### src/hw/rtl/dtpt_pkg.sv
`timescale 1ns / 1ps

package dtpt_pkg;

   // Fixed field widths
   localparam int RADIUS_W   = 23;
   localparam int COUNT_W    = 11;
   localparam int PASS_W     = 8;
   localparam int SHRINK_W   = 16;
   localparam int INDEX_W    = 20;
   localparam int CSR_DATA_W = 23;
   localparam int CSR_IDX_W  = 2;
   localparam int R2_W       = 2 * RADIUS_W;

   // Result word layout
   localparam int RSP_TDATA_W = ((INDEX_W + COUNT_W + 7) / 8) * 8;
   localparam int RSP_TUSER_W = 2;
   localparam int RSP_HELD_LO = INDEX_W;
   localparam int RSP_HELD_HI = INDEX_W + COUNT_W - 1;
   localparam int RSP_ACC_BIT = 0;
   localparam int RSP_FIN_BIT = 1;

   // Register reset values
   localparam logic [RADIUS_W-1:0] RADIUS_RESET = RADIUS_W'(1024);
   localparam logic [COUNT_W-1:0]  TARGET_RESET = COUNT_W'(1024);
   localparam logic [PASS_W-1:0]   PASSES_RESET = PASS_W'(100);
   localparam logic [SHRINK_W-1:0] SHRINK_RESET = SHRINK_W'(58982);

   typedef enum logic [CSR_IDX_W-1:0] {
      CSR_INITIAL_RADIUS = 2'd0,
      CSR_TARGET_COUNT   = 2'd1,
      CSR_MAX_PASSES     = 2'd2,
      CSR_SHRINK_FACTOR  = 2'd3
   } dtpt_csr_type;

   typedef enum logic [2:0] {
      ST_IDLE   = 3'b001,
      ST_SCAN   = 3'b010,
      ST_FINISH = 3'b100
   } dtpt_state_type;

   // Status of the distance pipeline toward the sequencer
   typedef struct packed {
      logic busy;
      logic hit;
   } dtpt_dist_status_type;

endpackage

### src/hw/rtl/dtpt_dist.sv
`timescale 1ns / 1ps

module dtpt_dist
   import dtpt_pkg::*;
#(
   parameter int COORD_WIDTH = 24
) (
   input  logic                       clock,
   input  logic                       reset,
   input  logic                       issue,
   input  logic [3*COORD_WIDTH-1:0]   point,
   input  logic [3*COORD_WIDTH-1:0]   sample,
   input  logic [R2_W-1:0]            r2,
   output dtpt_dist_status_type       status
);

   localparam int DW    = COORD_WIDTH + 1;
   localparam int SQ_W  = 2 * DW;
   localparam int SUM_W = SQ_W + 2;
   localparam int CMP_W = (SUM_W > R2_W) ? SUM_W : R2_W;

   logic              v0_ff, v1_ff, v2_ff, v3_ff;
   logic              hit_ff, hit_in;
   logic [DW-1:0]     mag_ff [3];
   logic [DW-1:0]     mag_in [3];
   logic [SQ_W-1:0]   sq_ff  [3];
   logic [SUM_W-1:0]  sum;

   // Stage 1: absolute coordinate differences against the sample just read
   always_comb begin
      logic signed [DW-1:0] diff;
      for (int a = 0; a < 3; a++) begin
         diff = $signed({point[a*COORD_WIDTH + COORD_WIDTH-1],
                         point[a*COORD_WIDTH +: COORD_WIDTH]})
              - $signed({sample[a*COORD_WIDTH + COORD_WIDTH-1],
                         sample[a*COORD_WIDTH +: COORD_WIDTH]});
         mag_in[a] = diff[DW-1] ? DW'(-diff) : DW'(diff);
      end
   end

   // Stage 3: sum of squares against radius squared
   assign sum    = SUM_W'(sq_ff[0]) + SUM_W'(sq_ff[1]) + SUM_W'(sq_ff[2]);
   assign hit_in = v2_ff && (CMP_W'(sum) <= CMP_W'(r2));

   always_ff @(posedge clock) begin
      if (reset) begin
         v0_ff  <= 1'b0;
         v1_ff  <= 1'b0;
         v2_ff  <= 1'b0;
         v3_ff  <= 1'b0;
         hit_ff <= 1'b0;
      end else begin
         v0_ff  <= issue;
         v1_ff  <= v0_ff;
         v2_ff  <= v1_ff;
         v3_ff  <= v2_ff;
         hit_ff <= hit_in;
      end
   end

   always_ff @(posedge clock) begin
      for (int a = 0; a < 3; a++) begin
         mag_ff[a] <= mag_in[a];
         sq_ff[a]  <= SQ_W'(mag_ff[a]) * SQ_W'(mag_ff[a]);
      end
   end

   assign status.busy = v0_ff | v1_ff | v2_ff | v3_ff;
   assign status.hit  = hit_ff;

endmodule

### config.mk
export PLATFORM = sky130hd
export DESIGN_NAME = dtpt_dist
export DESIGN_NICKNAME = d
export VERILOG_FILES = /design/src/hw/rtl/dtpt_pkg.sv /design/src/hw/rtl/dtpt_dist.sv
export SDC_FILE = /design/constraint.sdc
export NUM_CORES = 2
export LEC_CHECK = 0
export BUFFER_PORTS_ARGS = -buffer_cell sky130_fd_sc_hd__buf_2
export CELL_PAD_IN_SITES_DETAIL_PLACEMENT = 1
export CELL_PAD_IN_SITES_GLOBAL_PLACEMENT = 1
export CORE_MARGIN = 2
export CORE_UTILIZATION = 35
export CTS_CLUSTER_DIAMETER = 80
export DETAILED_ROUTE_END_ITERATION = 10
export HOLD_SLACK_MARGIN = 0.08
export PLACE_DENSITY_LB_ADDON = 0.1
export SYNTH_ARGS = -nofsm -noshare
export SYNTH_HDL_FRONTEND = slang
export SYNTH_SLANG_ARGS = --single-unit
### constraint.sdc
create_clock -name clock -period 23.2 [get_ports clock]
set_input_delay 2.32 -clock clock [delete_from_list [all_inputs] [get_ports clock]]
set_output_delay 2.32 -clock clock [all_outputs]
set_load 0.1 [all_outputs]
# Word-level counts from Yosys, hierarchy flattened
# Memories as Yosys holds them, arrays and structs flattened.
# Index checks and enable logic that the tools add are counted.
# totals
regBits,5
latch_bits,0
ramBits,225
mem_bits_ro,0
in_bits,193
out_inout_bits,2
elab_cells,26
n_memories,2
# mem_list
name,depth,word_bits,rd,rd_ports_with_merged_regs,write_ports,line,source
sq_ff,3,50,3,0,3,dtpt_dist.sv:26,logic [SQ_W-1:0] sq_ff [3];
mag_ff,3,25,3,0,3,dtpt_dist.sv:24,logic [DW-1:0] mag_ff [3];
# op_classes
add_sub_neg,8
mul,3
div_mod_pow,0
magnitude_cmp,1
eq_ne,0
shift,0
n_mux,3
n_bitwise,3
n_reduce_logical,1
# ops
op,n
$mul 25x25->50,3
$mux 25,3
$neg 25->25,3
$sub 24x24->25,3
$add 51x50->52,1
$le 52x46->1,1
$add 50x50->51,1
$or 1x1->1,3
$logic_and 1x1->1,1

# Depth between registers and ports, before layout
# logic_depth
depth_word,4
ltp_mapped,29
ltp_nobuf,28

# Worst setup path after synthesis
# OpenSTA, ideal clock, no wires.
# synth_timing
path_kind,register to register
from,memory mag_ff[0][53] (netlist bit)
to,memory sq_ff[0][142] (netlist bit)
setup_ps,72
t_arrival_ps,7203
t_required_ps,23128
slack_ps,15925
path_stages_with_launch,28
path_buffers,2
synth_period_minus_slack_ps,7275
path_cell_list,dfxtp_1 clkbuf_1 clkbuf_1 nand2_1 fa_1 inv_1 fa_1 inv_1 fa_1 inv_1 fa_1 inv_1 fa_1 inv_1 fa_1 inv_1 fa_1 inv_1 ha_1 a21oi_1 o21ai_0 a21oi_1 a41oi_1 o41a_1 a221o_1 a311o_1 a31oi_1 xnor2_1
# synth_lines
element,line
start: declaration,dtpt_dist.sv:24
end: declaration,dtpt_dist.sv:26

==> impl_metrics.toml <==
[global_routing]
grt_use_met3_pct = 1.34
met1_usage_pct = 27.8
grt_usage_pct = 20.9
grt_pass1_wl_um = 323000
use_met2_pct = 37.9
overflow = 0
grt_start_max_net_pins = 29
antenna_found_initial = 8
grt_pass1_vias = 56678
top_usage_layer = "met2"

[worst_setup_path]
setup.worst_path.end_class = "flip-flop"
r2r_start = "mag_ff[0][2]$_DFF_P_"
ff2ff_setup_slack_ps = 15080
cp_max_fo = 24
start_kind = "flip-flop"
path_delay_family = "adder cells"
cp_common_cell = "fa_1"
path_buf_inv = 6
crit_required_ps = 23740
regToRegEndpoint = "sq_ff[0][39]$_DFF_P_"
worst-setup-path-type = "flip-flop to flip-flop"
rr_worst_depth = 25
slowest_stage = "o311ai_0"
worst_path_largest_cell_delay_ps = 860
worst_ep_arrival_time_ps = 8660

[placed_design]
port_buffers = 194
hpwl_um = 171000
gp_congestion = 0.842

[synth]
yosysSeqAreaShare_pct = 6.66
syn_area_um2 = 68200
yosysWarnings = 0
synth_cell_types = 94
ys_seq_elements = 227
synth_edf_count = 0
synthArstFlopShare_pct = 0
netlist_instances = 7590
syn_area_per_cell_um2 = 8.99
synthFlopType = "dfxtp_1"

[floorplan]
start_util_pct = 35.1
die_x_um = 446
num_rows = 162
dieArea_um2 = 199000
die_h_um = 446
core_um2 = 194000
boundaryPins = 195

[cts]
cts_resized = 0
clockBufferDepth = 3
cts_tree = "built"
root_buffer = "clkbuf_16"
ctsHoldBuffers = 0
clk_latency_ps = 620
clk_pin_slew_worst_paths_ps = 60
numCtsBuffers = 39
clock_sinks = 227
htreeDepth = 2
post_cts_buffers = 0

[drt]
via_count = 49452
final_antenna_net_count = 0
wl_per_cell_um = 19.7
dr.pass1.iters = 5
drt_iter0_drc = 1805
vias_per_cell = 4.81
routed_wl_um = 202000
route.detailed.drc = 0

[worst_hold_path]
worstHoldStart = "v0_ff$_SDFF_PP0_"
min_path_type = "flip-flop to flip-flop"
min_to = "v1_ff$_SDFF_PP0_"
min_delay_path_depth = 1

[status]
run_status = "completed"

[final_layout]
final_cell_mix = "inv_1 (2157), fa_1 (1452), ha_1 (727)"
finalNetCount = 10070
drive_above_1_share_pct = 5.10
final_common_cell = "inv_1"
area_growth_pct = 7.92

[timing]
finalCriticalPeriod_ps = 8120
timing.fmax_ghz = 0.123
min_period_over_period_pct = 35.0
worst_pin_slew_ps = 1230
finalHoldViolations = 0
clock-skew-final_ps = 25.5
rsz0062_at_grt = "no"
setup_viol = 0
drv_slew = 0
finalSetupTns_ps = 0
slew_headroom_pct = 17.6

[flow_run]
max_cap_violations = 0
==> synth_stat cells, drive strengths merged, types with 11 or more instances <==
| cell type | count | share of area, % |
|---|---|---|
| inv | 2157 | 12 |
| or3 | 13 | 0.12 |
| nor4 | 17 | 0.18 |
| nand2 | 619 | 3.4 |
| nand2b | 41 | 0.39 |
| o21bai | 31 | 0.34 |
| a21o | 141 | 1.6 |
| nor2 | 236 | 1.3 |
| nor3 | 43 | 0.32 |
| nand3 | 71 | 0.52 |
| o21ai | 168 | 1.2 |
| clkbuf | 195 | 1.1 |
| or2 | 13 | 0.12 |
| a31oi | 42 | 0.39 |
| a211oi | 32 | 0.36 |
| nor2b | 61 | 0.57 |
| dfxtp | 227 | 6.7 |
| o211ai | 16 | 0.18 |
| a31o | 12 | 0.15 |
| a21oi | 253 | 1.9 |
| o21a | 38 | 0.42 |
| fa | 1452 | 43 |
| xnor2 | 216 | 2.8 |
| ha | 727 | 13 |
| o31ai | 18 | 0.21 |
| and3 | 29 | 0.27 |
| and2 | 374 | 3.4 |
| xor2 | 114 | 1.5 |
| a221o | 11 | 0.16 |
| nand4 | 40 | 0.37 |
==> worst max-delay path by stage <==
stage,start,end,depth (start not counted)
4_1_cts,mag_ff[0][2]$_DFF_P_,sq_ff[0][39]$_DFF_P_,25
2_1_floorplan,mag_ff[0][53]$_DFF_P_,sq_ff[0][142]$_DFF_P_,27
6_report,mag_ff[0][2]$_DFF_P_,sq_ff[0][39]$_DFF_P_,25
3_3_place_gp,mag_ff[0][2]$_DFF_P_,sq_ff[0][39]$_DFF_P_,25
3_5_place_dp,mag_ff[0][2]$_DFF_P_,sq_ff[0][39]$_DFF_P_,25
5_1_grt,mag_ff[0][15]$_DFF_P_,sq_ff[0][44]$_DFF_P_,27
==> cells by family after synthesis <==
logic type / Yosys count / synth area share [%]
adders and majority gates: 2179 / 55.9
AOI/OAI and AO/OA: 878 / 8.43
buffers and inverters: 2362 / 13.0
muxes: 11 / 0.171
other: 2 / 0.0110
and+or+nand+nor: 1601 / 11.5
xor gates and xnor gates: 330 / 4.25
DFF: 227 / 6.66
==> layer usage <==
layer	vias up	wire length, um
met2	408	103000
met3	147	4020
met5	-	20
met1	25850	91300
li1	23045	-
met4	2	3470
==> final cells by class <==
type | instances | area (um2)
fill | 22641 | 121000
inverter | 2157 | 8100
timing repair buffer | 271 | 1550
clock inverter | 26 | 397
sequential | 227 | 4540
tap | 2542 | 3180
multi-input combinational | 5002 | 54800
antenna | 1 | 2.50
clock buffer | 46 | 1040
==> state kept, by name, indices dropped and copies added (netlist names) <==
name,flops
sq_ff,147
hit_ff,1
mag_ff,75
v3_ff,1
v2_ff,1
v1_ff,1
v0_ff,1
==> metrics by stage <==
stage	area [um2]	instances	utilization, %	setup WS (ps)	hold slack (ps)
after floorplan	68200	7591	-	15930	411
after global placement	72200	10199	37.1	15300	436
after detailed placement	72200	10199	37.1	15180	460
after CTS	73600	10271	37.9	15150	469
after global routing	73600	10271	37.9	14680	479
final	73600	10272	37.9	15080	468
==> worst reg2reg max path, delay by kind of cell, from the launching register on <==
kind,cells,cell delay [ps]
AO/OA/AOI/OAI,7,2210
buffers and inverters,6,950
XOR/XNOR,1,150
adder cells (fa/ha/maj),8,3590
AND/OR/NAND/NOR,3,860
flip-flops,1,300
Power is not shown: default switching activity piles up to over one toggle a cycle in this logic, so the estimate is an artifact.
